File: config.mk
export PLATFORM = sky130hd
export DESIGN_NAME = sensor_command_line_decoder_flat
export DESIGN_NICKNAME = d
export VERILOG_FILES = /design/src/sv/scld_pkg.sv /design/src/sv/scld_rx_if.sv /design/src/sv/scld_res_if.sv /design/src/sv/scld_cfg_if.sv /design/src/sv/sensor_command_line_decoder.sv /design/src/sv/scld_line_match.sv /design/src/flat_wrapper.sv
export SDC_FILE = /design/constraint.sdc
export NUM_CORES = 1
export LEC_CHECK = 0
export ABC_AREA = 1
export BUFFER_PORTS_ARGS = -buffer_cell sky130_fd_sc_hd__buf_4
export CORE_UTILIZATION = 30
export CTS_BUF_LIST = sky130_fd_sc_hd__clkbuf_16
export DETAILED_ROUTE_END_ITERATION = 8
export PLACE_DENSITY = 0.53
export SYNTH_ARGS = -nofsm -noshare
export SYNTH_HDL_FRONTEND = slang
export SYNTH_SLANG_ARGS = --single-unit
File: constraint.sdc
create_clock -name clk -period 3.29 [get_ports clk]
set_clock_uncertainty 0.1 [all_clocks]
set_input_delay 0.329 -clock clk [delete_from_list [all_inputs] [get_ports clk]]
set_output_delay 0.329 -clock clk [all_outputs]
set_load 0.03 [all_outputs]
File: src/sv/scld_pkg.sv
// ----------------------------------------------------------------------------
// scld_pkg
// Types, command codes and match tables shared by the command line decoder.
// ----------------------------------------------------------------------------
package scld_pkg;

	localparam int BYTE_W    = 8;
	localparam int CMD_W     = 3;
	localparam int NCMD      = 7;
	localparam int POS_W     = 7;
	localparam int CFG_IDX_W = 2;
	localparam int CFG_W     = 16;
	localparam int OUT_PER_W = 16;

	// Command codes as reported on the result channel
	typedef enum logic [CMD_W-1:0] {
		CMD_SCALE   = 3'd0,
		CMD_START   = 3'd1,
		CMD_STOP    = 3'd2,
		CMD_OFF     = 3'd3,
		CMD_PERIOD  = 3'd4,
		CMD_LOG     = 3'd5,
		CMD_INVALID = 3'd6
	} cmd_t;

	// Configuration register indexes
	localparam logic [CFG_IDX_W-1:0] CFG_START_PERIOD = 2'd0;
	localparam logic [CFG_IDX_W-1:0] CFG_START_SCALE  = 2'd1;

	// Match flag positions
	localparam int FLAG_SCALE_F = 0;
	localparam int FLAG_SCALE_C = 1;
	localparam int FLAG_START   = 2;
	localparam int FLAG_STOP    = 3;
	localparam int FLAG_OFF     = 4;
	localparam int FLAG_PERIOD  = 5;
	localparam int FLAG_LOG     = 6;

	localparam logic [BYTE_W-1:0] CHAR_NL   = 8'h0A;
	localparam logic [BYTE_W-1:0] CHAR_ZERO = 8'h30;
	localparam logic [BYTE_W-1:0] CHAR_NINE = 8'h39;

	localparam logic [POS_W-1:0] POS_MAX           = 7'd127;
	localparam logic [POS_W-1:0] PERIOD_PREFIX_LEN = 7'd7;
	localparam logic [POS_W-1:0] LOG_PREFIX_LEN    = 7'd3;
	localparam logic [POS_W-1:0] SCALE_LEN         = 7'd7;
	localparam logic [POS_W-1:0] START_LEN         = 7'd5;
	localparam logic [POS_W-1:0] STOP_LEN          = 7'd4;
	localparam logic [POS_W-1:0] OFF_LEN           = 7'd3;

	// Command text, one row per flag, padded with NUL
	localparam logic [BYTE_W-1:0] CMD_TEXT [NCMD][8] = '{
		'{"S", "C", "A", "L", "E", "=", "F", 8'h00},
		'{"S", "C", "A", "L", "E", "=", "C", 8'h00},
		'{"S", "T", "A", "R", "T", 8'h00, 8'h00, 8'h00},
		'{"S", "T", "O", "P", 8'h00, 8'h00, 8'h00, 8'h00},
		'{"O", "F", "F", 8'h00, 8'h00, 8'h00, 8'h00, 8'h00},
		'{"P", "E", "R", "I", "O", "D", "=", 8'h00},
		'{"L", "O", "G", 8'h00, 8'h00, 8'h00, 8'h00, 8'h00}
	};
	localparam logic [2:0] CMD_LEN [NCMD] = '{3'd7, 3'd7, 3'd5, 3'd4, 3'd3, 3'd7, 3'd3};
	// Commands that must end right after their text
	localparam logic [NCMD-1:0] CMD_EXACT = 7'b0011111;

	// Per-line matching state
	typedef struct packed {
		logic [POS_W-1:0] pos;
		logic [NCMD-1:0]  flags;
		logic             digits_ok;
	} line_st_t;

	localparam line_st_t LINE_RST = '{pos: '0, flags: '1, digits_ok: 1'b1};

	// Matcher outcome for one byte
	typedef struct packed {
		line_st_t   nxt;
		logic       nl;
		cmd_t       cmd;
		logic       scale_c;
		logic       digit_en;
		logic [3:0] digit;
	} match_res_t;

endpackage

File: src/sv/scld_rx_if.sv
// ----------------------------------------------------------------------------
// scld_rx_if
// Received byte channel: valid/ready handshake carrying one character.
// ----------------------------------------------------------------------------
interface scld_rx_if;
	import scld_pkg::*;

	logic              valid;
	logic              ready;
	logic [BYTE_W-1:0] rx_byte;

	modport source (output valid, output rx_byte, input ready);
	modport sink   (input valid, input rx_byte, output ready);
endinterface

File: src/sv/scld_res_if.sv
// ----------------------------------------------------------------------------
// scld_res_if
// Result channel: one beat per decoded command line.
// ----------------------------------------------------------------------------
interface scld_res_if;
	import scld_pkg::*;

	logic                 valid;
	logic                 ready;
	logic [CMD_W-1:0]     command;
	logic                 scale_now;
	logic [OUT_PER_W-1:0] period_now;
	logic                 report_on;
	logic                 shutdown;
	logic                 logged;

	modport source (output valid, output command, output scale_now, output period_now,
		output report_on, output shutdown, output logged, input ready);
	modport sink (input valid, input command, input scale_now, input period_now,
		input report_on, input shutdown, input logged, output ready);
endinterface

File: src/sv/scld_cfg_if.sv
// ----------------------------------------------------------------------------
// scld_cfg_if
// Configuration write channel: register index and write data.
// ----------------------------------------------------------------------------
interface scld_cfg_if;
	import scld_pkg::*;

	logic                 valid;
	logic                 ready;
	logic [CFG_IDX_W-1:0] index;
	logic [CFG_W-1:0]     data;

	modport source (output valid, output index, output data, input ready);
	modport sink   (input valid, input index, input data, output ready);
endinterface

File: src/sv/sensor_command_line_decoder.sv
// ----------------------------------------------------------------------------
// sensor_command_line_decoder
// Decodes newline-terminated command lines from a received byte stream.
// ----------------------------------------------------------------------------
// A newline passes through the byte register, then into the result register once the result slot is free.
// Throughput: one byte per cycle; the byte register and the result register
// stall together only when a result is waiting and the next newline arrives.
// Reset: arst_n clears line state, sets period to 1, scale to Fahrenheit,
// reporting on. After an OFF line all bytes are dropped until reset.
module sensor_command_line_decoder #(
	parameter int PERIOD_BITS = 16
) (
	input  logic             clk,
	input  logic             arst_n,
	scld_rx_if.sink          rx,
	scld_res_if.source       res,
	scld_cfg_if.sink         cfg
);
	import scld_pkg::*;

	localparam logic [PERIOD_BITS-1:0] PERIOD_MAX = '1;

	// Input stage
	logic              valid_s1;
	logic [BYTE_W-1:0] byte_s1;

	// Decoder state
	line_st_t               line_q;
	logic [PERIOD_BITS-1:0] acc_q;
	logic [PERIOD_BITS-1:0] period_q;
	logic                   scale_q;
	logic                   report_q;
	logic                   halted_q;

	// Result register
	logic                 res_valid_q;
	cmd_t                 cmd_s2;
	logic                 scale_s2;
	logic [OUT_PER_W-1:0] period_s2;
	logic                 report_s2;
	logic                 shut_s2;
	logic                 logged_s2;

	match_res_t             mr;
	logic                   nl_go;
	logic                   can_adv;
	logic                   adv_s1;
	logic [PERIOD_BITS+3:0] acc_mul;
	logic [PERIOD_BITS-1:0] acc_nx;
	logic [PERIOD_BITS-1:0] period_n;
	logic                   scale_n;
	logic                   report_n;
	logic                   halted_n;
	logic [31:0]            period_w;
	logic [31:0]            cfg_w;

	scld_line_match u_match (
		.cur     (line_q),
		.rx_byte (byte_s1),
		.mr      (mr)
	);

	// Handshake: a newline needs a free result slot
	assign nl_go    = valid_s1 && !halted_q && mr.nl;
	assign can_adv  = !res_valid_q || res.ready;
	assign adv_s1   = valid_s1 && (!nl_go || can_adv);
	assign rx.ready = !valid_s1 || adv_s1;
	assign cfg.ready = 1'b1;

	// Decimal accumulate with saturation
	assign acc_mul = ({4'b0, acc_q} << 3) + ({4'b0, acc_q} << 1) +
		{{PERIOD_BITS{1'b0}}, mr.digit};
	assign acc_nx  = (acc_mul[PERIOD_BITS+3:PERIOD_BITS] != 4'b0) ? PERIOD_MAX :
		acc_mul[PERIOD_BITS-1:0];

	// Settings after the finished line
	always_comb begin
		period_n = period_q;
		scale_n  = scale_q;
		report_n = report_q;
		halted_n = halted_q;
		unique case (mr.cmd)
			CMD_SCALE:  scale_n  = mr.scale_c;
			CMD_START:  report_n = 1'b1;
			CMD_STOP:   report_n = 1'b0;
			CMD_OFF:    halted_n = 1'b1;
			CMD_PERIOD: period_n = acc_q;
			default:    ;
		endcase
	end

	assign period_w = 32'(period_n);
	assign cfg_w    = 32'(cfg.data);

	// Hold the incoming byte
	always_ff @(posedge clk or negedge arst_n) begin
		if (!arst_n) begin
			valid_s1 <= 1'b0;
		end else if (rx.ready) begin
			valid_s1 <= rx.valid;
		end
	end

	always_ff @(posedge clk) begin
		if (rx.valid && rx.ready)
			byte_s1 <= rx.rx_byte;
	end

	// Advance line state and settings; configuration loads settings directly
	always_ff @(posedge clk or negedge arst_n) begin
		if (!arst_n) begin
			line_q   <= LINE_RST;
			acc_q    <= '0;
			period_q <= PERIOD_BITS'(1);
			scale_q  <= 1'b0;
			report_q <= 1'b1;
			halted_q <= 1'b0;
		end else begin
			if (adv_s1 && !halted_q) begin
				line_q <= mr.nxt;
				if (mr.nl) begin
					acc_q    <= '0;
					period_q <= period_n;
					scale_q  <= scale_n;
					report_q <= report_n;
					halted_q <= halted_n;
				end else if (mr.digit_en) begin
					acc_q <= acc_nx;
				end
			end
			if (cfg.valid) begin
				if (cfg.index == CFG_START_PERIOD)
					period_q <= cfg_w[PERIOD_BITS-1:0];
				else if (cfg.index == CFG_START_SCALE)
					scale_q <= cfg.data[0];
			end
		end
	end

	// Result beat valid
	always_ff @(posedge clk or negedge arst_n) begin
		if (!arst_n) begin
			res_valid_q <= 1'b0;
		end else if (nl_go && can_adv) begin
			res_valid_q <= 1'b1;
		end else if (res.ready) begin
			res_valid_q <= 1'b0;
		end
	end

	// Result payload
	always_ff @(posedge clk) begin
		if (nl_go && can_adv) begin
			cmd_s2    <= mr.cmd;
			scale_s2  <= scale_n;
			period_s2 <= period_w[OUT_PER_W-1:0];
			report_s2 <= report_n;
			shut_s2   <= (mr.cmd == CMD_OFF);
			logged_s2 <= (mr.cmd != CMD_INVALID);
		end
	end

	assign res.valid      = res_valid_q;
	assign res.command    = cmd_s2;
	assign res.scale_now  = scale_s2;
	assign res.period_now = period_s2;
	assign res.report_on  = report_s2;
	assign res.shutdown   = shut_s2;
	assign res.logged     = logged_s2;

	// A shutdown result leaves the decoder halted
	a_shut_halts: assert property (@(posedge clk) disable iff (!arst_n)
		res_valid_q && shut_s2 |-> halted_q)
		else $error("shutdown result without halt");

	// Nothing is decoded once halted
	a_halt_quiet: assert property (@(posedge clk) disable iff (!arst_n)
		halted_q |=> !(res_valid_q && !$past(res_valid_q)))
		else $error("result produced while halted");

	// A decoded line leaves a clean line state
	a_line_clear: assert property (@(posedge clk) disable iff (!arst_n)
		nl_go && can_adv |=> (line_q == LINE_RST) && (acc_q == '0))
		else $error("line state not cleared after newline");

	// Logged tracks validity of the command
	a_logged: assert property (@(posedge clk) disable iff (!arst_n)
		res_valid_q |-> (logged_s2 == (cmd_s2 != CMD_INVALID)))
		else $error("logged flag inconsistent with command");

endmodule

File: src/sv/scld_line_match.sv
// ----------------------------------------------------------------------------
// scld_line_match
// Incremental prefix matcher: advances the line state by one byte and
// decodes the finished line when the byte is a newline.
// ----------------------------------------------------------------------------
module scld_line_match (
	input  scld_pkg::line_st_t          cur,
	input  logic [scld_pkg::BYTE_W-1:0] rx_byte,
	output scld_pkg::match_res_t        mr
);
	import scld_pkg::*;

	logic is_nl;
	logic is_dig;
	logic past_prefix;

	assign is_nl       = (rx_byte == CHAR_NL);
	assign is_dig      = (rx_byte >= CHAR_ZERO) && (rx_byte <= CHAR_NINE);
	assign past_prefix = (cur.pos >= PERIOD_PREFIX_LEN);

	always_comb begin
		mr          = '0;
		mr.nl       = is_nl;
		mr.nxt      = cur;
		mr.scale_c  = cur.flags[FLAG_SCALE_C];
		mr.digit    = rx_byte[3:0];
		mr.digit_en = past_prefix && is_dig && !is_nl;

		// Drop every command whose text no longer fits the line
		for (int k = 0; k < NCMD; k++) begin
			if (cur.flags[k]) begin
				if (cur.pos < {4'b0, CMD_LEN[k]}) begin
					if (rx_byte != CMD_TEXT[k][cur.pos[2:0]])
						mr.nxt.flags[k] = 1'b0;
				end else if (CMD_EXACT[k]) begin
					mr.nxt.flags[k] = 1'b0;
				end
			end
		end

		// Any non-digit after PERIOD= spoils the value
		if (past_prefix && !is_dig)
			mr.nxt.digits_ok = 1'b0;

		if (cur.pos < POS_MAX)
			mr.nxt.pos = cur.pos + 7'd1;

		// Decode the finished line
		priority if ((cur.flags[FLAG_SCALE_F] || cur.flags[FLAG_SCALE_C]) &&
				cur.pos == SCALE_LEN) begin
			mr.cmd = CMD_SCALE;
		end else if (cur.flags[FLAG_START] && cur.pos == START_LEN) begin
			mr.cmd = CMD_START;
		end else if (cur.flags[FLAG_STOP] && cur.pos == STOP_LEN) begin
			mr.cmd = CMD_STOP;
		end else if (cur.flags[FLAG_OFF] && cur.pos == OFF_LEN) begin
			mr.cmd = CMD_OFF;
		end else if (cur.flags[FLAG_PERIOD] && cur.pos > PERIOD_PREFIX_LEN) begin
			mr.cmd = cur.digits_ok ? CMD_PERIOD : CMD_INVALID;
		end else if (cur.flags[FLAG_LOG] && cur.pos > LOG_PREFIX_LEN) begin
			mr.cmd = CMD_LOG;
		end else begin
			mr.cmd = CMD_INVALID;
		end

		// Newline starts a fresh line
		if (is_nl)
			mr.nxt = LINE_RST;
	end
endmodule
File: src/flat_wrapper.sv
// flat-port wrapper written by rule: the top's interface ports become plain ports
module sensor_command_line_decoder_flat import scld_pkg::*;
#(
	parameter int PERIOD_BITS = 16
)
  (clk, arst_n, rx_valid, rx_rx_byte, rx_ready, res_valid, res_command, res_scale_now, res_period_now, res_report_on, res_shutdown, res_logged, res_ready, cfg_valid, cfg_index, cfg_data, cfg_ready);
  scld_rx_if rx_i ();
  scld_res_if res_i ();
  scld_cfg_if cfg_i ();
  input  logic clk;
  input  logic arst_n;
  input wire logic [$bits(rx_i.valid)-1:0] rx_valid;
  input wire logic [$bits(rx_i.rx_byte)-1:0] rx_rx_byte;
  output wire logic [$bits(rx_i.ready)-1:0] rx_ready;
  output wire logic [$bits(res_i.valid)-1:0] res_valid;
  output wire logic [$bits(res_i.command)-1:0] res_command;
  output wire logic [$bits(res_i.scale_now)-1:0] res_scale_now;
  output wire logic [$bits(res_i.period_now)-1:0] res_period_now;
  output wire logic [$bits(res_i.report_on)-1:0] res_report_on;
  output wire logic [$bits(res_i.shutdown)-1:0] res_shutdown;
  output wire logic [$bits(res_i.logged)-1:0] res_logged;
  input wire logic [$bits(res_i.ready)-1:0] res_ready;
  input wire logic [$bits(cfg_i.valid)-1:0] cfg_valid;
  input wire logic [$bits(cfg_i.index)-1:0] cfg_index;
  input wire logic [$bits(cfg_i.data)-1:0] cfg_data;
  output wire logic [$bits(cfg_i.ready)-1:0] cfg_ready;
  assign rx_i.valid = rx_valid;
  assign rx_i.rx_byte = rx_rx_byte;
  assign rx_ready = rx_i.ready;
  assign res_valid = res_i.valid;
  assign res_command = res_i.command;
  assign res_scale_now = res_i.scale_now;
  assign res_period_now = res_i.period_now;
  assign res_report_on = res_i.report_on;
  assign res_shutdown = res_i.shutdown;
  assign res_logged = res_i.logged;
  assign res_i.ready = res_ready;
  assign cfg_i.valid = cfg_valid;
  assign cfg_i.index = cfg_index;
  assign cfg_i.data = cfg_data;
  assign cfg_ready = cfg_i.ready;
  sensor_command_line_decoder #(.PERIOD_BITS(PERIOD_BITS)) u_core (.clk(clk), .arst_n(arst_n), .rx(rx_i), .res(res_i), .cfg(cfg_i));
endmodule
======== After elaboration in Yosys (flattened, before gate mapping) ========
Memory sizes are Yosys's and may differ from the RTL's.
Cells that the tools add are included.
cells by class
  reduce and logical (&&, ||, !) cells .... 38
  $lt $le $gt $ge ......................... 11
  add/subtract/negate cells ............... 3
  mux-type cells .......................... 62
  eq/ne operators ......................... 18
  bitwise logic cells ..................... 1
operator list
  kind                 count
  $mux 16              8
  $mux 8               14
  $ne 8x8->1           7
  $mux 1               30
  $eq 7x3->1 const B   3
  $lt 7x3->1 const B   3
  $add 19x17->20       1
  $add 20x4->20        1
  $logic_and 1x1->1    16
  $mux 15              1
  $mux 3               4
  $eq 8x4->1 const B   1
  $ge 8x6->1 const B   1
  $le 8x6->1 const B   1
  $reduce_and 2->1     4
  $reduce_bool 2->1    4
  $add 7x1->7 const B  1
  $eq 7x2->1 const B   1
  $ge 7x3->1 const B   1
  $gt 7x2->1 const B   1
  $gt 7x3->1 const B   1
  $lt 7x2->1 const B   1
  $lt 7x7->1 const B   1
  $mux 7               1
  15 further kinds     26
word-level totals
  memory bits (read-only) ................. 448
  memories ................................ 7
  logic and storage cells ................. 157
  output and inout port bits .............. 26
  register bits ........................... 83
  bits of input ports ..................... 31
memories
  memory           words  bits a word  read ports  clocked after Yosys merged registers in  wr ports  line                   RTL
  (no name shown)  8      8            1           0                                        0         scld_line_match.sv:33  if (rx_byte != CMD_TEXT[k][cur.pos[2:0]])
  (no name shown)  8      8            1           0                                        0         scld_line_match.sv:33
  (no name shown)  8      8            1           0                                        0         scld_line_match.sv:33
  (no name shown)  8      8            1           0                                        0         scld_line_match.sv:33
  (no name shown)  8      8            1           0                                        0         scld_line_match.sv:33
  (no name shown)  8      8            1           0                                        0         scld_line_match.sv:33
  1 more memories  -      -            -           -                                        -         -

======== Longest topological paths before layout ========
Gate-level depths: netlist of the first run.
  depth in word-level cells ............... 15
  depth in mapped cells ................... 17
  gate-level depth less buffers ........... 16

======== Modules after synthesis ========
Synthesis of the first run repeated with hierarchy kept, for this count alone.
second synthesis, totals
  cell total of the unflattened synthesis .. 749
  area, all modules ....................... 5954.5 µm²
by module, submodules not included
  module                       area an instance (µm²)  cells an instance  instances  seq. area each (µm²)
  sensor_command_line_decoder  4754.6                  530                1          2244.7
  scld_line_match              1199.9                  219                1          0.0

======== Worst setup path after synthesis of the first run ========
Ideal clock, no wire load.
  path type ............................... register -> register
  start ................................... reg u_core.byte_s1[3]
  end ..................................... reg u_core.acc_q[10]
  setup slack ............................. 0.260 ns
  buffers on the path ..................... 1
  period minus slack after synthesis ...... 3.030 ns
  cell stages (with the launch flop) ...... 18
  data arrival time ....................... 2.813 ns
  setup time .............................. 0.116 ns
  required time ........................... 3.074 ns
  cells stage by stage .................... edfxtp_1 clkinv_1 fa_1 inv_1 fa_1 nand3_1 nand2_1 nand3_1 nand2_1 nand3_1 nand2_1 nand2_1 nand2_1 nor2_1 buf_4 nand3_1 nand2_1 nand2_1
on the way
  word-level cells in the longest chain between the ends .. 7
  elaborated cells on any way between the ends .. 19
  classes of those cells .................. add/sub (1); order compare (2); eq/ne (1); mux (3); reduce/logical (12)
RTL lines
  what                                                                   line                                RTL
  from (decl)                                                            sensor_command_line_decoder.sv:25   logic [BYTE_W-1:0] byte_s1;
  from (signal assigned)                                                 sensor_command_line_decoder.sv:106  byte_s1 <= rx.rx_byte;
  parallel branches: the longest is 7 deep, another holds $add 20x4->20  -
  to (signal assigned)                                                   sensor_command_line_decoder.sv:128  acc_q <= acc_nx;
  to (decl)                                                              sensor_command_line_decoder.sv:29   logic [PERIOD_BITS-1:0] acc_q;
Several ways; the timed one is not identified. The select of a mux whose other input is x is not followed.
A chain may end at the register's enable or synchronous reset.

======== Worst setup path after layout of the first run ========
  start ................................... reg u_core.acc_q[0]
  end ..................................... reg u_core.acc_q[11]
on the way
  word-level cells in the longest chain between the ends .. 6
RTL lines
  what               line                                RTL
  $add 19x17->20 *   sensor_command_line_decoder.sv:71   assign acc_mul = ({4'b0, acc_q} << 3) + ({4'b0, acc_q} << 1) +
  $add 20x4->20 *    sensor_command_line_decoder.sv:71
  $reduce_bool 4->1  sensor_command_line_decoder.sv:73   assign acc_nx = (acc_mul[PERIOD_BITS+3:PERIOD_BITS] != 4'b0) ? PERIOD_MAX :
  $mux 16 *          sensor_command_line_decoder.sv:73
  $mux 16 *          sensor_command_line_decoder.sv:127  end else if (mr.digit_en) begin
  $mux 16 *          sensor_command_line_decoder.sv:121  if (mr.nl) begin
Every way passes the cells marked *; elsewhere a longest branch is shown, timed or not. The select of a mux whose other input is x is not followed.

==> results.toml, run 1 <==
[synthesis]
share_of_flip_flops_with_an_asynchronous_set_or_reset_after_synthesis = 0.6265
netlist_top_cells_area = "dfrtp_1 18%, edfxtp_1 16%, nand2_1 11%, ha_1 8.6%, nand3_1 7.0%"
main_combinational_cell_family_by_area_after_synthesis = "simple AND/OR/NAND/NOR gates"
post_synth_instance_area_um2 = 5685
synth.net_count = 780
synth_most_common_cell = "nand2_1"
yosys-mux-area-fraction = 0
netlist_top_cells_count = "163 x nand2_1, 79 x nand3_1, 65 x inv_1"
postSynthAreaPerCell_um2 = 8.030
synthesis.yosys.warnings = 0
yosys.area.top_type = "dfrtp_1"
number_of_synthesized_register_bits = 83
edff_count_synth = 31
synth.lib_cells_used.distinct = 47
synth_top_area_share = 0.1849
post_synth_and_or_nand_nor_area_fraction = 0.2696
synth_compound_gate_area_share = 0.1213
synthFlopType = "dfrtp_1"
netlist_instances = 708
synthAdderAreaFrac = 0.09287
synth_xor_area_frac = 0.05238
yosysSeqAreaShare = 0.3948

[pwr]
power_per_cell_area_nw_per_um2 = 373.6
leakage_nw = 3.267
power.total_w = 0.002507
ir_drop_mv = 0.2119

[worst_setup_path]
critical_path.reg2reg.startpoint = "u_core.acc_q[0]"
timing.setup.critical_path_class = "reg -> reg"
worst_setup_startpoint = "u_core.acc_q[0]"
critPathRequiredTime_ns = 3.42
reg2reg_setup_slack_ns = 0.37
cp-start-kind = "register"
critPathArrivalTime_ns = 3.06
worst_setup_path_end_kind = "register"
worst-path-max-fanout = 16

[timing]
hold_ws_ns = 0.05823
layout_worst_path_cycle_share = 0.8888
maxSlewViolCount = 0
hold_violations = 0
maxSlewHeadroom = 0.5371
timing.final.setup_violations = 0
tightestPinTransition_ns = 0.6944
tns_ns = 0
period_needed_ns = 2.924
fmax_ghz = 0.3420
rsz0062_at_grt = "no"

[placed_design]
dpl.hpwl_um = 10130
place_area_um2 = 6371
port_buffers = 55
globalplace.congestion = 0.8602

[layout]
area_growth_syn_to_layout_pct = 18.05
postLayoutCellArea_um2 = 6711
antenna-diode-count = 0
final_net_count = 839
drive_above_1_share = 0.1464

[flow_run]
cap_violations = 0

[floorplanning]
floorplan.initialDensity = 0.3112
dieArea_um2 = 19510
floorplan.io_pins = 57
placementRows = 49
die_h_um = 139.7
design.core.area_um2 = 18270
floorplan.die.width_um = 139.7

[hold_path]
hp-start = "rx_rx_byte[1]"
min-delay-path-class = "in -> reg"

[detailed_routing]
wirelength_um = 13700
remaining_drc_errors = 0
drtPass1Iterations = 4
route.vias.total = 4803
routed_wire_length_per_instance_um = 13.69
route.antenna.remaining_nets = 0
detail_route.vias_per_cell = 4.798
drt_iter0_drc = 316

[clock_network]
tritoncts_num_sinks = 83
post_cts_resized = 0
cts_setup_buffers = 0
cts_tree = "built"
max-clock-path-buffers = 2
cts_made_buffers = 9
clk_pin_slew_worst_paths_ns = 0.06
htree_levels = 3
cts_root_buf = "clkbuf_16"
clk_lat_worst_skew_ns = 0.35

[global_route]
wire_length_of_the_first_global_routing_pass_um = 23130
gr-usage-met3 = 0.02374
grt_met1_usage = 0.2240
grt_busiest_layer = "met1"
grt_usage = 0.1483
first_global_vias = 4595
globalRoute.totalOverflow = 0
grt_max_degree = 53
antenna_found_initial = 0
use_met2 = 0.2095

[outcome]
run_status = "complete, no violations"
## flip-flops by register name, indices dropped and copies added, names as in the netlist
register,flops
u_core.acc_q,16
u_core.period_q,16
u_core.res.period_now,16
u_core.line_q,15
u_core.byte_s1,8
u_core.res.command,3
u_core.halted_q,1
u_core.report_q,1
u_core.res.logged,1
u_core.res.report_on,1
u_core.res.scale_now,1
u_core.res.shutdown,1
u_core.res.valid,1
u_core.scale_q,1
u_core.valid_s1,1
## stage by stage
stage            util  setup slack, ns  instances
3_5_place_dp   0.3487           0.3569        984
2_1_floorplan       -           0.2602        708
5_1_grt        0.3673         0.002407       1001
3_3_place_gp   0.3487           0.3965        984
6_report       0.3673           0.3659       1001
4_1_cts        0.3673           0.3464       1001
## critical path: stages, from the launching register on
cell and delay [ns]:
dfrtp_1 0.37, inv_1 0.09, fa_1 0.54, inv_1 0.07, fa_1 0.46, nand3_1 0.10, nand2_1 0.10, nand2_1 0.08
nand2_1 0.09, nand4_1 0.12, nand2_1 0.06, nand2_1 0.05, nand2_1 0.04, nor2_1 0.09, buf_4 0.22, nand3_1 0.09
nand2_1 0.08, nand2_1 0.05
## placed cells by master (no fill, tap or decap), types with 3 or more instances in the layout
cell type / instances
nand4_1: 7
a21oi_1: 56
o21ai_0: 29
dfrtp_1: 42
nor3_1: 5
buf_4: 70
nor2_1: 51
ha_1: 39
o21bai_1: 17
nand2_1: 163
dfstp_2: 10
nand3_1: 79
xor2_1: 23
edfxtp_1: 31
o31ai_1: 3
nor2_2: 6
inv_1: 67
and2_1: 16
nor4_1: 3
xnor2_1: 11
clkbuf_16: 10
## where the power goes
| part | leakage [nW] | total [W] | internal [W] | switching [W] |
|---|---|---|---|---|
| sequential | 0.892 | 0.00115 | 0.00113 | 0.0000271 |
| clock | 0.168 | 0.00114 | 0.000705 | 0.000432 |
| combinational | 2.21 | 0.000216 | 0.000108 | 0.000107 |
## per-layer routing
layer  share of wire  up-vias
li1                -     2496
met1            0.54     2176
met2            0.40      116
met3           0.042       15
met4           0.016        0
met5               0        -
## kinds of logic after synthesis
group / Yosys count
buffers and inverters: 91
adders and majority gates: 41
AOI/OAI and AO/OA: 118
other: 1
xor gates and xnor gates: 34
and+or+nand+nor: 340
DFF: 83
## final timing paths
path	to	cells past startpoint
max in group asynchronous	u_core.period_q[9]	2
min in group asynchronous	u_core.line_q[9]	2
max reg2reg	u_core.acc_q[11]	17
max	u_core.acc_q[11]	17
min	u_core.byte_s1[1]	1
min reg2reg	u_core.halted_q	2
## final cells by class
cell class / count / area, µm²
clock buffers: 10 / 250.2
clock inverters: 6 / 80.08
fillers: 1888 / 11560
inverters: 68 / 257.7
multi-input cells: 534 / 3057
flip-flops and latches: 83 / 2245
well taps: 229 / 286.5
repair buffers: 71 / 535.5
## timing repair
item,CTS,global route
hold buffers,1,0
hold endpoints to repair,42,0
endpoints found under the setup margin,0,0
No activity file was read; power rests on OpenSTA's default activity.
==> run 2: changes to the inputs <==
==> constraint.sdc (replaced) <==
create_clock -name clk -period 3.25 [get_ports clk]
set_clock_uncertainty 0.1 [all_clocks]
set_input_delay 0.325 -clock clk [delete_from_list [all_inputs] [get_ports clk]]
set_output_delay 0.325 -clock clk [all_outputs]
set_load 0.03 [all_outputs]
==> run 2 against run 1 <==
Non-clock buffer count rose by 2. Largest power group unchanged. Worst hold slack got worse by 0.0034 ns. Count of clock-buffer cells in the layout stayed put. Highest routed layer unchanged. Critical endpoint is now u_core.acc_q[10]. Largest cell class unchanged. Sequential power is essentially flat. Maximum frequency shrank 0.49%. Wire length is 0.10% lower. Clock power decreased by 7%. Critical path type unchanged. Final area grew 0.22%. Utilization up 0.082 points. Power is 2.4% lower. Final cell count increased by 0.20%. Sequential share of layout area shrank 0.075 points.
==> results.toml, run 2 (same netlist as run 1, synthesis figures left out) <==
[clock_network]
cts_tree = "built"
clk_pin_slew_worst_paths_ns = 0.06
htree_levels = 3
cts_made_buffers = 9
clk_lat_worst_skew_ns = 0.34
tritoncts_num_sinks = 83
cts_root_buf = "clkbuf_16"
max-clock-path-buffers = 2

[pwr]
leakage_nw = 3.269
ir_drop_mv = 0.2700
pwr-share-comb = 0.089
power.sequential.fraction = 0.478
power_per_cell_area_nw_per_um2 = 363.9
cellInternalPower_w = 0.001886
power_switching_w = 0.0005622
power_frac_clock = 0.433
switching_share = 0.2297

[layout]
layout_common_cells = "163 x nand2_1, 79 x nand3_1, 70 x buf_4"
mostFrequentLayoutCell = "nand2_1"
seq_area_um2 = 2245
area_growth_syn_to_layout_pct = 18.31
final_net_count = 841
antenna-diode-count = 0
num-fill-cells = 1889
area_of_combinational_cells_with_multiple_inputs_um2 = 3057
drive_above_1_share = 0.1486
postLayoutCellArea_um2 = 6726
fin_util = 0.3682

[global_route]
wire_length_of_the_first_global_routing_pass_um = 23120
grt_max_degree = 53
globalRoute.totalOverflow = 0
first_global_vias = 4560
antenna_found_initial = 0
grt_usage = 0.1485

[detailed_routing]
route.vias.total = 4789
remaining_drc_errors = 0
drtPass1Iterations = 5
wirelength_um = 13690
route.antenna.remaining_nets = 0
detail_route.vias_per_cell = 4.775
routed_wire_length_per_instance_um = 13.65
drt_iter0_drc = 290

[floorplanning]
floorplan.die.width_um = 139.7
design.core.area_um2 = 18270
placementRows = 49
die_h_um = 139.7
floorplan.initialDensity = 0.3112
floorplan.io_pins = 57
dieArea_um2 = 19510

[timing]
tightestPinTransition_ns = 0.6784
fmax_ghz = 0.3403
maxSlewHeadroom = 0.5478
hold_ws_ns = 0.05487
layout_worst_path_cycle_share = 0.9041
timing.final.setup_violations = 0
period_needed_ns = 2.938
rsz0062_at_grt = "no"
tns_ns = 0
maxSlewViolCount = 0
hold_violations = 0

[placed_design]
globalplace.congestion = 0.8439
port_buffers = 55
place_area_um2 = 6411
dpl.hpwl_um = 10380

[hold_path]
min-delay-path-class = "in -> reg"

[worst_setup_path]
cp-start-kind = "register"
worst_setup_path_end_kind = "register"
critPathArrivalTime_ns = 3.07
timing.setup.critical_path_class = "reg -> reg"
worst-path-max-fanout = 16
critPathRequiredTime_ns = 3.39

[flow_run]
cap_violations = 0

[outcome]
run_status = "complete, no violations"
run 2: cell count changes in the layout (fill, tap and decap cells not counted), sizes merged:
cell    change
inv         -1
clkinv      +2
bufinv      -1
buf         +2
run 2: power by group through the flow:
stage	registers [W]	clock network, W	logic, W
5_1_grt	0.00118	0.00112	0.000249
2_1_floorplan	0.00118	0	0.000149
3_5_place_dp	0.00119	0	0.000218
6_report	0.00117	0.00106	0.000218
3_3_place_gp	0.00119	0	0.000215
4_1_cts	0.00117	0.00109	0.000221
run 2: what timing repair did:
item	4_1_cts	5_1_grt
endpoints found under the hold margin	42	0
setup buffers	0	0
resized for setup	0	0
hold buffers	1	0
run 2: layer usage:
metal / GRT usage / wire (µm)
met1: 0.2227 / 7352
met2: 0.2158 / 5607
met3: 0.02340 / 549
met4: 0.04685 / 180
met5: 0 / 0
run 2: cell type report:
class / count / share of cell area
multi-input cells: 534 / 0.4544
flip-flops and latches: 83 / 0.3337
well taps: 229 / 0.04260
inverters: 68 / 0.03832
repair buffers: 73 / 0.08557
clock inverters: 6 / 0.008185
clock buffers: 10 / 0.03720
run 2: worst max-delay path, cell delays in order (launching register included):
cell and delay (ns):
edfxtp_1 0.38, clkinv_1 0.14, fa_1 0.51, inv_1 0.07, fa_1 0.46, nand3_1 0.10
nand2_1 0.10, nand3_1 0.08, nand2_1 0.11, nand3_1 0.11, nand2_1 0.05, nand2_1 0.05
nand2_1 0.04, nor2_1 0.09, buf_4 0.22, nand3_1 0.10, nand2_1 0.08, nand2_1 0.05
run 2: final timing paths:
check	startpoint	to	slack (ns)	depth (start not counted)
max	u_core.byte_s1[3]	u_core.acc_q[10]	0.31	17
min	rx_rx_byte[4]	u_core.byte_s1[4]	0.05	1
max reg2reg	u_core.byte_s1[3]	u_core.acc_q[10]	0.31	17
min reg2reg	u_core.halted_q	u_core.halted_q	0.36	2
max in group asynchronous	arst_n	u_core.period_q[13]	2.13	2
min in group asynchronous	arst_n	u_core.line_q[8]	0.46	2
run 2: metrics by stage:
stage | power, W | instances | setup slack, ns
6_report | 0.002448 | 1003 | 0.3115
5_1_grt | 0.002548 | 1003 | 0.02089
4_1_cts | 0.002476 | 1003 | 0.3073
3_5_place_dp | 0.001408 | 986 | 0.3209
3_3_place_gp | 0.001404 | 986 | 0.3840
2_1_floorplan | 0.001329 | 708 | 0.2202
==> run 3: changes to the inputs <==
--- a/config.mk
+++ b/config.mk
@@ -7,10 +7,12 @@
 export LEC_CHECK = 0
 export ABC_AREA = 1
 export BUFFER_PORTS_ARGS = -buffer_cell sky130_fd_sc_hd__buf_4
-export CORE_UTILIZATION = 30
+export CORE_UTILIZATION = 60
 export CTS_BUF_LIST = sky130_fd_sc_hd__clkbuf_16
 export DETAILED_ROUTE_END_ITERATION = 8
-export PLACE_DENSITY = 0.53
+export PLACE_DENSITY = 0.88
+export RECOVER_POWER = 25
+export SLEW_MARGIN = 20
 export SYNTH_ARGS = -nofsm -noshare
 export SYNTH_HDL_FRONTEND = slang
 export SYNTH_SLANG_ARGS = --single-unit
==> run 3 against run 2 <==
Via count rose by 9.1%. Clock power fell by 9%. Count of clock-buffer cells in the layout fell by 1. Setup slack got worse by 0.063 ns. Utilization rose by 34 points. Sequential power barely moved. First-iteration DRC count rose by 49%. Largest cell class unchanged. Non-clock buffer count fell by 4. Power fell by 3.5%. Maximum frequency fell by 2.1%. Worst hold slack improved by 0.029 ns. Wire length rose by 1.1%.
==> results.toml, run 3 (same netlist as run 1, synthesis figures left out) <==
[timing]
tns_ns = 0
maxSlewHeadroom = 0.1412
period_needed_ns = 3.002
tightestPinTransition_ns = 1.288
hold_ws_ns = 0.08357
fmax_ghz = 0.3331
layout_worst_path_cycle_share = 0.9236
final.setup.worst_slack_ns = 0.2482
rsz0062_at_grt = "no"
timing.final.setup_violations = 0
hold_violations = 0
maxSlewViolCount = 0

[layout]
seq_area_um2 = 2245
area_growth_syn_to_layout_pct = 14.06
final_net_count = 837
drive_above_1_share = 0.1455
mostFrequentLayoutCell = "nand2_1"
layout_common_cells = "163 x nand2_1, 79 x nand3_1, 66 x inv_1"
postLayoutCellArea_um2 = 6485
antenna-diode-count = 0
num-fill-cells = 712
area_of_combinational_cells_with_multiple_inputs_um2 = 3052

[pwr]
power_frac_clock = 0.407
leakage_nw = 3.229
cellInternalPower_w = 0.001775
power.sequential.fraction = 0.497
power_switching_w = 0.0005877
switching_share = 0.2488
ir_drop_mv = 0.2460
pwr-share-comb = 0.095
power_per_cell_area_nw_per_um2 = 364.3

[worst_setup_path]
critical_path.max_stage_delay_ns = 0.54
timing.setup.critical_path_class = "reg -> reg"
worst-path-max-fanout = 16
worst_setup_path_end_kind = "register"
worstPathCellList = "inv_1 > fa_1 > inv_1 > ha_1 > nand3_1 > nand2_1 > nand2_1 > nand3b_1 > nand2_1 > nand2_1 > nand2_1 > nand2_1 > nor2_1 > buf_4 > nand3_1 > nand2_1 > nand2_1"
critPathRequiredTime_ns = 3.37
timing.critical_path.max_delay_family = "simple AND/OR/NAND/NOR gates"
critPathArrivalTime_ns = 3.12
cp-start-kind = "register"
cell_with_the_largest_stage_delay_on_the_worst_path = "fa_1"
timing.critical_path.mode_cell = "nand2_1"
crit_buf_inv = 3

[floorplanning]
design.core.area_um2 = 9196
placementRows = 35
die_h_um = 99.35
floorplan.initialDensity = 0.6182
dieArea_um2 = 9869
floorplan.die.width_um = 99.35
floorplan.io_pins = 57

[detailed_routing]
remaining_drc_errors = 0
routed_wire_length_per_instance_um = 15.70
drtPass1Iterations = 5
drt_iter0_drc = 431
route.antenna.remaining_nets = 0
detail_route.vias_per_cell = 5.930
wirelength_um = 13840
route.vias.total = 5224

[global_route]
gr-usage-met3 = 0.04568
grt_met1_usage = 0.4094
grt_usage = 0.2915
grt_max_degree = 53
globalRoute.totalOverflow = 0
wire_length_of_the_first_global_routing_pass_um = 22960
use_met2 = 0.4679
antenna_found_initial = 0
first_global_vias = 4817
grt_busiest_layer = "met2"

[clock_network]
cts_made_buffers = 9
tritoncts_num_sinks = 83
clk_pin_slew_worst_paths_ns = 0.07
cts_root_buf = "clkbuf_16"
clk_lat_worst_skew_ns = 0.33
htree_levels = 3
max-clock-path-buffers = 2
post_cts_resized = 0
cts_tree = "built"

[placed_design]
dpl.hpwl_um = 9974
port_buffers = 55
dpl_worst_slack_ns = 0.2373
globalplace.congestion = 0.9372
place_area_um2 = 6188

[hold_path]
min-delay-path-class = "in -> reg"

[flow_run]
cap_violations = 0

[outcome]
run_status = "complete, no violations"
==> run 3: cell type report <==
| type | instances | share of cell area |
|---|---|---|
| repair buffers | 69 | 0.07988 |
| multi-input cells | 534 | 0.4706 |
| clock buffers | 9 | 0.03473 |
| clock inverters | 7 | 0.007525 |
| well taps | 111 | 0.02142 |
| flip-flops and latches | 83 | 0.3461 |
| inverters | 68 | 0.03975 |
==> run 3: power by group through the flow <==
stage                     combinational (W)  clock [W]  sequential [W]
final                              0.000225   0.000962         0.00118
after global routing               0.000251    0.00101         0.00118
after CTS                          0.000221   0.000971         0.00117
after detailed placement           0.000216          0         0.00119
after global placement             0.000205          0         0.00119
after floorplan                    0.000149          0         0.00118
==> run 3: final timing paths <==
| kind | cells past startpoint | slack [ns] | end | start |
|---|---|---|---|---|
| worst max-delay path | 17 | 0.25 | u_core.acc_q[1] | u_core.acc_q[0] |
| worst min-delay path | 1 | 0.08 | u_core.byte_s1[0] | rx_rx_byte[0] |
| worst max register to register | 17 | 0.25 | u_core.acc_q[1] | u_core.acc_q[0] |
| worst min register to register | 2 | 0.36 | u_core.line_q[3] | u_core.line_q[3] |
| max in group asynchronous | 2 | 1.57 | u_core.period_q[10] | arst_n |
| min in group asynchronous | 2 | 0.68 | u_core.res.valid | arst_n |
==> run 3: worst reg2reg max path, stage by stage, from the launching register on <==
cell and delay, ns:
dfrtp_1 0.38, inv_1 0.11, fa_1 0.54, inv_1 0.07, ha_1 0.30, nand3_1 0.08, nand2_1 0.10, nand2_1 0.08
nand3b_1 0.17, nand2_1 0.12, nand2_1 0.09, nand2_1 0.09, nand2_1 0.05, nor2_1 0.11, buf_4 0.23, nand3_1 0.12
nand2_1 0.10, nand2_1 0.06
==> run 3: through the flow <==
step	utilization	power [W]	instances
final	0.7052	0.002362	881
after detailed placement	0.6729	0.001410	862
after global placement	0.6729	0.001395	862
after floorplan	-	0.001329	708
after CTS	0.7038	0.002367	879
after global routing	0.7052	0.002437	881
==> run 3: layer usage <==
metal / wire length, µm / share of wire
met1: 5957 / 0.43
met2: 6476 / 0.47
met3: 1165 / 0.084
met4: 235 / 0.017
met5: 0 / 0
==> run 3: timing repair <==
item                                   CTS  global route
endpoints found under the hold margin   42             0
setup endpoints to repair                0             5
setup buffers                            0             2
hold buffers                             1             0
